[config.mk]
export PLATFORM = sky130hd
export DESIGN_NAME = utf8_decode_with_width
export DESIGN_NICKNAME = d
export VERILOG_FILES = /design/src/utf8w_pkg.sv /design/src/utf8w_decode.sv /design/src/utf8w_classify.sv /design/src/utf8w_out_reg.sv /design/src/utf8_decode_with_width.sv
export SDC_FILE = /design/constraint.sdc
export NUM_CORES = 1
export LEC_CHECK = 0
export CAP_MARGIN = 25
export CELL_PAD_IN_SITES_DETAIL_PLACEMENT = 0
export CELL_PAD_IN_SITES_GLOBAL_PLACEMENT = 1
export CORE_ASPECT_RATIO = 1.2
export CORE_MARGIN = 2
export CORE_UTILIZATION = 49
export DETAILED_ROUTE_END_ITERATION = 7
export DONT_BUFFER_PORTS = 1
export PLACE_DENSITY = 0.88
export SLEW_MARGIN = 5
export SYNTH_ARGS = -nofsm -noshare
export SYNTH_HDL_FRONTEND = slang
export SYNTH_HIERARCHICAL = 1
export SYNTH_SLANG_ARGS = --single-unit
[constraint.sdc]
create_clock -name clk_i -period 3.45 [get_ports clk_i]
set_clock_uncertainty 0.2 [all_clocks]
set_input_delay 0.345 -clock clk_i [delete_from_list [all_inputs] [get_ports clk_i]]
set_output_delay 0.345 -clock clk_i [all_outputs]
set_load 0.1 [all_outputs]
[src/utf8w_pkg.sv]
`default_nettype none

package utf8w_pkg;

  localparam int unsigned ByteW  = 8;
  localparam int unsigned CodeW  = 21;
  localparam int unsigned WidthW = 2;
  localparam int unsigned SizeW  = 3;
  localparam int unsigned PendW  = 2;

  // Display width codes
  localparam logic [WidthW-1:0] WIDTH_CTRL = 2'd0;
  localparam logic [WidthW-1:0] WIDTH_NORM = 2'd1;
  localparam logic [WidthW-1:0] WIDTH_WIDE = 2'd2;

  // Encoded size codes
  localparam logic [SizeW-1:0] SIZE_ONE   = 3'd1;
  localparam logic [SizeW-1:0] SIZE_TWO   = 3'd2;
  localparam logic [SizeW-1:0] SIZE_THREE = 3'd3;
  localparam logic [SizeW-1:0] SIZE_FOUR  = 3'd4;

  // Low six payload bits of a continuation byte
  localparam logic [ByteW-1:0] CONT_MASK = 8'h3F;

  // One assembled character, before classification
  typedef struct packed {
    logic [CodeW-1:0] code;
    logic             trunc;
    logic             eos;
  } char_t;

  // One finished result
  typedef struct packed {
    logic [CodeW-1:0]  code;
    logic [WidthW-1:0] width;
    logic [SizeW-1:0]  size;
    logic              trunc;
    logic              eos;
  } result_t;

endpackage

`default_nettype wire

[src/utf8w_decode.sv]
`default_nettype none

module utf8w_decode (
  input  wire                          clk_i,
  input  wire                          rst_ni,
  input  wire                          accept_i,
  input  wire [utf8w_pkg::ByteW-1:0]   data_byte_i,
  input  wire                          final_byte_i,
  output logic                         char_valid_o,
  output utf8w_pkg::char_t             char_o
);
  import utf8w_pkg::*;

  logic [PendW-1:0] pend_q, pend_d;
  logic [CodeW-1:0] part_q, part_d;
  logic [CodeW-1:0] merged;
  logic [CodeW-1:0] cont_bits;
  logic             open_seq;

  assign cont_bits = CodeW'(data_byte_i & CONT_MASK);

  // Assemble the code point and pick what this beat emits
  always_comb begin
    pend_d       = pend_q;
    part_d       = part_q;
    merged       = part_q;
    open_seq     = 1'b0;
    char_valid_o = 1'b0;
    char_o.code  = '0;
    char_o.trunc = 1'b0;
    char_o.eos   = final_byte_i;

    if (pend_q == '0) begin
      case (data_byte_i) inside
        [8'hC0:8'hDF]: begin
          pend_d   = 2'd1;
          part_d   = CodeW'(data_byte_i[4:0]) << 6;
          open_seq = 1'b1;
        end
        [8'hE0:8'hEF]: begin
          pend_d   = 2'd2;
          part_d   = CodeW'(data_byte_i[3:0]) << 12;
          open_seq = 1'b1;
        end
        [8'hF0:8'hF7]: begin
          pend_d   = 2'd3;
          part_d   = CodeW'(data_byte_i[2:0]) << 18;
          open_seq = 1'b1;
        end
        default: begin
          // ASCII and stray bytes pass through as their own value
          char_valid_o = 1'b1;
          char_o.code  = CodeW'(data_byte_i);
        end
      endcase
    end else begin
      case (pend_q)
        2'd1:    merged = part_q | cont_bits;
        2'd2:    merged = part_q | (cont_bits << 6);
        default: merged = part_q | (cont_bits << 12);
      endcase
      pend_d = pend_q - 2'd1;
      if (pend_d == '0) begin
        char_valid_o = 1'b1;
        char_o.code  = merged;
        part_d       = '0;
      end else begin
        part_d   = merged;
        open_seq = 1'b1;
      end
    end

    // Drop an open sequence at end of string
    if (open_seq && final_byte_i) begin
      pend_d       = '0;
      part_d       = '0;
      char_valid_o = 1'b1;
      char_o.code  = '0;
      char_o.trunc = 1'b1;
    end
  end

  always_ff @(posedge clk_i or negedge rst_ni) begin
    if (!rst_ni) begin
      pend_q <= '0;
      part_q <= '0;
    end else if (accept_i) begin
      pend_q <= pend_d;
      part_q <= part_d;
    end
  end

endmodule

`default_nettype wire

[src/utf8w_classify.sv]
`default_nettype none

module utf8w_classify (
  input  utf8w_pkg::char_t   char_i,
  output utf8w_pkg::result_t res_o
);
  import utf8w_pkg::*;

  logic [CodeW-1:0]  cp;
  logic [WidthW-1:0] width;
  logic [SizeW-1:0]  size;

  assign cp = char_i.code;

  // Terminal columns: control, wide East Asian ranges, else normal
  always_comb begin
    if (cp < 21'h20 || (cp >= 21'h7F && cp < 21'hA0)) begin
      width = WIDTH_CTRL;
    end else if ((cp >= 21'h1100 && cp <= 21'h115F) ||
                 (cp >= 21'h2E80 && cp <= 21'hA4CF) ||
                 (cp >= 21'hAC00 && cp <= 21'hD7A3) ||
                 (cp >= 21'hF900 && cp <= 21'hFAFF) ||
                 (cp >= 21'hFE10 && cp <= 21'hFE6F) ||
                 (cp >= 21'hFF00 && cp <= 21'hFF60) ||
                 (cp >= 21'hFFE0 && cp <= 21'hFFE6)) begin
      width = WIDTH_WIDE;
    end else begin
      width = WIDTH_NORM;
    end
  end

  // Encoded size from the value, not from the bytes read
  always_comb begin
    if (cp < 21'h80) begin
      size = SIZE_ONE;
    end else if (cp < 21'h800) begin
      size = SIZE_TWO;
    end else if (cp < 21'h10000) begin
      size = SIZE_THREE;
    end else begin
      size = SIZE_FOUR;
    end
  end

  // A truncated result carries code 0, which classifies as control, size one
  assign res_o.code  = cp;
  assign res_o.width = width;
  assign res_o.size  = size;
  assign res_o.trunc = char_i.trunc;
  assign res_o.eos   = char_i.eos;

endmodule

`default_nettype wire

[src/utf8w_out_reg.sv]
`default_nettype none

module utf8w_out_reg (
  input  wire                  clk_i,
  input  wire                  rst_ni,
  input  wire                  load_i,
  input  utf8w_pkg::result_t   res_i,
  input  wire                  out_ready_i,
  output logic                 out_valid_o,
  output logic                 free_o,
  output utf8w_pkg::result_t   res_o
);
  import utf8w_pkg::*;

  logic    valid_q, valid_d;
  result_t res_q;

  // Free when empty or when the held beat leaves this cycle
  assign free_o = !valid_q || out_ready_i;

  always_comb begin
    valid_d = valid_q;
    if (load_i) begin
      valid_d = 1'b1;
    end else if (out_ready_i) begin
      valid_d = 1'b0;
    end
  end

  always_ff @(posedge clk_i or negedge rst_ni) begin
    if (!rst_ni) begin
      valid_q <= 1'b0;
    end else begin
      valid_q <= valid_d;
    end
  end

  // Hold the payload until replaced
  always_ff @(posedge clk_i) begin
    if (load_i) begin
      res_q <= res_i;
    end
  end

  assign out_valid_o = valid_q;
  assign res_o       = res_q;

endmodule

`default_nettype wire

[src/utf8_decode_with_width.sv]
// Channel | Direction | Handshake            | Payload
// in      | input     | in_valid_i/in_ready_o   | data_byte_i, final_byte_i
// out     | output    | out_valid_o/out_ready_i | code_point_o, display_width_o,
//         |           |                         | char_size_o, truncated_o,
//         |           |                         | end_of_string_o
//
// One byte per cycle while in_ready_o is high; a result appears in the cycle after the byte that completes it.
// Decode and classify are combinational from the byte to the single result register.
// Reset clears the pending-byte count, the partial code and the result valid.
// The input stalls only while a result is held and out_ready_i is low.
`default_nettype none

module utf8_decode_with_width (
  input  wire                                 clk_i,
  input  wire                                 rst_ni,
  input  wire                                 in_valid_i,
  output logic                                in_ready_o,
  input  wire  [utf8w_pkg::ByteW-1:0]         data_byte_i,
  input  wire                                 final_byte_i,
  output logic                                out_valid_o,
  input  wire                                 out_ready_i,
  output logic [utf8w_pkg::CodeW-1:0]         code_point_o,
  output logic [utf8w_pkg::WidthW-1:0]        display_width_o,
  output logic [utf8w_pkg::SizeW-1:0]         char_size_o,
  output logic                                truncated_o,
  output logic                                end_of_string_o
);
  import utf8w_pkg::*;

  logic    accept;
  logic    char_valid;
  logic    free;
  char_t   chr;
  result_t res;
  result_t res_out;

  assign in_ready_o = free;
  assign accept     = in_valid_i && free;

  utf8w_decode u_decode (
    .clk_i        (clk_i),
    .rst_ni       (rst_ni),
    .accept_i     (accept),
    .data_byte_i  (data_byte_i),
    .final_byte_i (final_byte_i),
    .char_valid_o (char_valid),
    .char_o       (chr)
  );

  utf8w_classify u_classify (
    .char_i (chr),
    .res_o  (res)
  );

  utf8w_out_reg u_out_reg (
    .clk_i       (clk_i),
    .rst_ni      (rst_ni),
    .load_i      (accept && char_valid),
    .res_i       (res),
    .out_ready_i (out_ready_i),
    .out_valid_o (out_valid_o),
    .free_o      (free),
    .res_o       (res_out)
  );

  assign code_point_o    = res_out.code;
  assign display_width_o = res_out.width;
  assign char_size_o     = res_out.size;
  assign truncated_o     = res_out.trunc;
  assign end_of_string_o = res_out.eos;

endmodule

`default_nettype wire

==> key figures <==
Status
  – Outcome: finished, final reports clean

Synthesis
  – Main synth FF type: edfxtp_1
  – Seq/Total Area, Yosys: roughly half
  – Largest cells by area after synthesis: edfxtp_1 29%, dfrtp_1 21%, buf_4 6.8%
  – Fraction of registers with async set/reset: 46.2%
  – Post-synth top area share: between 20 and 30%
  – Syn avg cell area: 10.4 um2
  – Syn Std Cell Area: 0.00286 mm2
  – Yosys reg bits: 52
  – Cell taking the most area after synthesis: edfxtp_1
  – Mapped Cells: 275
  – Yosys warns: 6
  – Post-synth EDFFs: 28
  – Net Count, Synth: 292
  – Synth unique cells: 52

Layout
  – Most common cell after layout, fill and taps aside: nor2_1
  – Area grow syn2layout: 5.56%
  – Layout fillers: roughly 500
  – Commonest non-fill, non-tap cells in the layout: 30 x nor2_1, 28 x edfxtp_1, 24 x dfrtp_1
  – Fin nets: 288
  – Share of cells above drive strength 1: 17.3%
  – # diodes: 0

Worst hold path
  – Hold Crit Class: in2reg
  – Hold Crit Start: data_byte_i[3]

Routing
  – Drc violations: 0
  – Vias: 2101
  – WL final: 6420 um
  – Routed Antenna Nets: 0
  – Vias per cell: 6.25
  – DRT iter0 DRCs: around 190
  – DRT Pass-1 Iters: 5
  – WL/cell: approximately 19 um

Worst setup path
  – Worst Path Arrival: roughly 3 ns
  – CP startpoint: u_decode/pend_q[0]
  – Maximum fanout along the worst path: 9
  – Worst EP required: 3.28 ns
  – CP Capture Type: flip-flop
  – Worst r2r src: u_decode/pend_q[0]
  – CP Class: reg2reg
  – Critical path launch point type: flip-flop

Floorplanning
  – Row count: 30
  – I/O Pins: 43
  – Die W: 73.7 um
  – Core area: approximately 0.0056 mm2
  – Initial core utilization: 50.8%
  – Die height: 87.7 um
  – Die area: between 0.006 and 0.007 mm2

Timing
  – Setup TNS: 0 ns
  – Slew Limit Fails: 0
  – Minimum clock period: 3.24 ns
  – Max frequency: slightly above 300 MHz
  – Setup ws final: around 0.21 ns
  – Tightest Pin Transition: 0.913 ns
  – Final hold violations: 0
  – Worst relative slew slack: just under 40%
  – Period utilization: 93.8%
  – Setup violators final: 0

Clock network
  – CTS buffer count: 5
  – H-tree depth: 2
  – Clk sinks: 52
  – TritonCTS clock tree: built
  – Clk pin slew, worst setup/hold paths: around 0.10 ns
  – Worst skew pair latency: 0.30 ns
  – Root Buffer: clkbuf_8
  – Clk buf depth: 2

Power and ir drop
  – PD cells: roughly 1000 mW/mm2
  – Peak supply drop: 0.431 mV
  – P_leak: 1.19 nW

Placement
  – Post-Place Setup Slack: about 0.18 ns
  – HPWL after detailed placement: 4670 um
  – Routability cong.: 0.995
  – Port bufs: 0

GRT
  – GRT Total Usage: between 20% and 30%
  – Total grt overflow: 0
  – Number of global-route vias before repair: 2084
  – Initial antenna violation count: 0
  – Wire length of the first global-routing pass: between 10000 and 15000 um
  – Largest net degree at the start of global routing: 30

Run
  – Max-cap violations: 0
-- power breakdown --
part,leakage (nW),internal [mW],switching (mW)
logic,0.551,0.428,0.708
registers,0.595,0.898,0.682
clock network,0.0463,0.149,0.208
total,1.19,1.48,1.60
-- sequential cells by signal, indices dropped and copies added, names as in the netlist --
register and flops:
u_decode/pend_q 2, u_decode/part_q 21, u_out_reg/res_o 28, u_out_reg/out_valid_o 1
-- cells in the mapped netlist (all sizes together) (2+ instances only) --
cell / count
or3: 2
and2: 8
o21ai: 16
and3: 5
nor3: 4
edfxtp: 28
buf: 30
nand3: 4
nor2: 31
a21o: 2
a211oi: 3
a22o: 16
nand2: 17
nor2b: 3
or4: 3
ha: 4
nand2b: 3
dfrtp: 24
inv: 4
a31oi: 8
o221ai: 2
clkbuf: 8
o211ai: 2
nor3b: 5
a21oi: 21
nor4: 3
nand4: 8
-- final cells by class --
class                           count  area [um2]  area share, %
Sequential cell                    52        1440           47.8
Multi-Input combinational cell    181        1150           38.2
Tap cell                           64        80.1           2.65
Clock buffer                        5        68.8           2.28
Timing Repair Buffer               27         233           7.71
Clock inverter                      3        27.5          0.912
Inverter                            4        15.0          0.498
-- cell families (layout without fill, tap and decap cells) --
| family | count (synthesis) | after routing | share of synthesized area (%) |
|---|---|---|---|
| compound gates | 77 | 77 | 18.0 |
| xor+xnor | 1 | 1 | 0.307 |
| fa+ha+maj | 4 | 4 | 1.75 |
| buf+inv | 42 | 39 | 9.54 |
| flops | 52 | 52 | 50.4 |
| mux | 1 | 1 | 0.350 |
| simple gates | 98 | 98 | 19.6 |
-- metal layers --
metal  vias up  share of wire [%]  wire length (um)  global-route usage [%]
met1      1046                 43              2730                    28.4
met2        63                 52              3350                    35.7
met4         0                1.9               119                    9.09
met5         -                  0                 0                       0
li1        983                  -                 -                       -
met3         9                3.3               210                    3.57
-- through the flow --
stage               utilization, %  hold slack, ns  area, um2  power, mW  std cells
detailed placement            50.0          -0.150       2820       2.68        319
CTS                           53.3         0.00438       3000       3.06        335
global placement              50.0          -0.150       2820       2.65        319
finish                        53.6          0.0100       3020       3.07        336
floorplan                        -          -0.151       2860       2.48        275
global route                  53.6          0.0255       3020       3.25        336
-- repair_timing --
item	4_1_cts	5_1_grt
setup buffers	0	1
hold endpoints to repair	39	0
setup endpoints to repair	0	2
gates resized for setup	0	2
hold buffers	8	0
-- worst max-delay path: stages (launching register included) --
cell and delay (ns):
dfrtp_1 0.41, inv_1 0.09, ha_1 0.27, nor2b_1 0.54, buf_4 0.22, a22o_1 0.25
nor4_2 0.06, a211oi_1 0.23, nor3b_1 0.08, o41ai_1 0.43, nand4_2 0.16
-- final timing paths --
kind	to	depth (start not counted)	slack, ns
min in group asynchronous	u_decode/pend_q[1]	2	0.29
worst min register to register	u_decode/part_q[5]	1	0.30
max in group asynchronous	u_decode/part_q[2]	2	2.61
worst min-delay path	u_decode/part_q[3]	2	0.01
worst max-delay path	u_out_reg/res_o[6]	10	0.21
worst max register to register	u_out_reg/res_o[6]	10	0.21
Power figures use the tool's default switching activity.
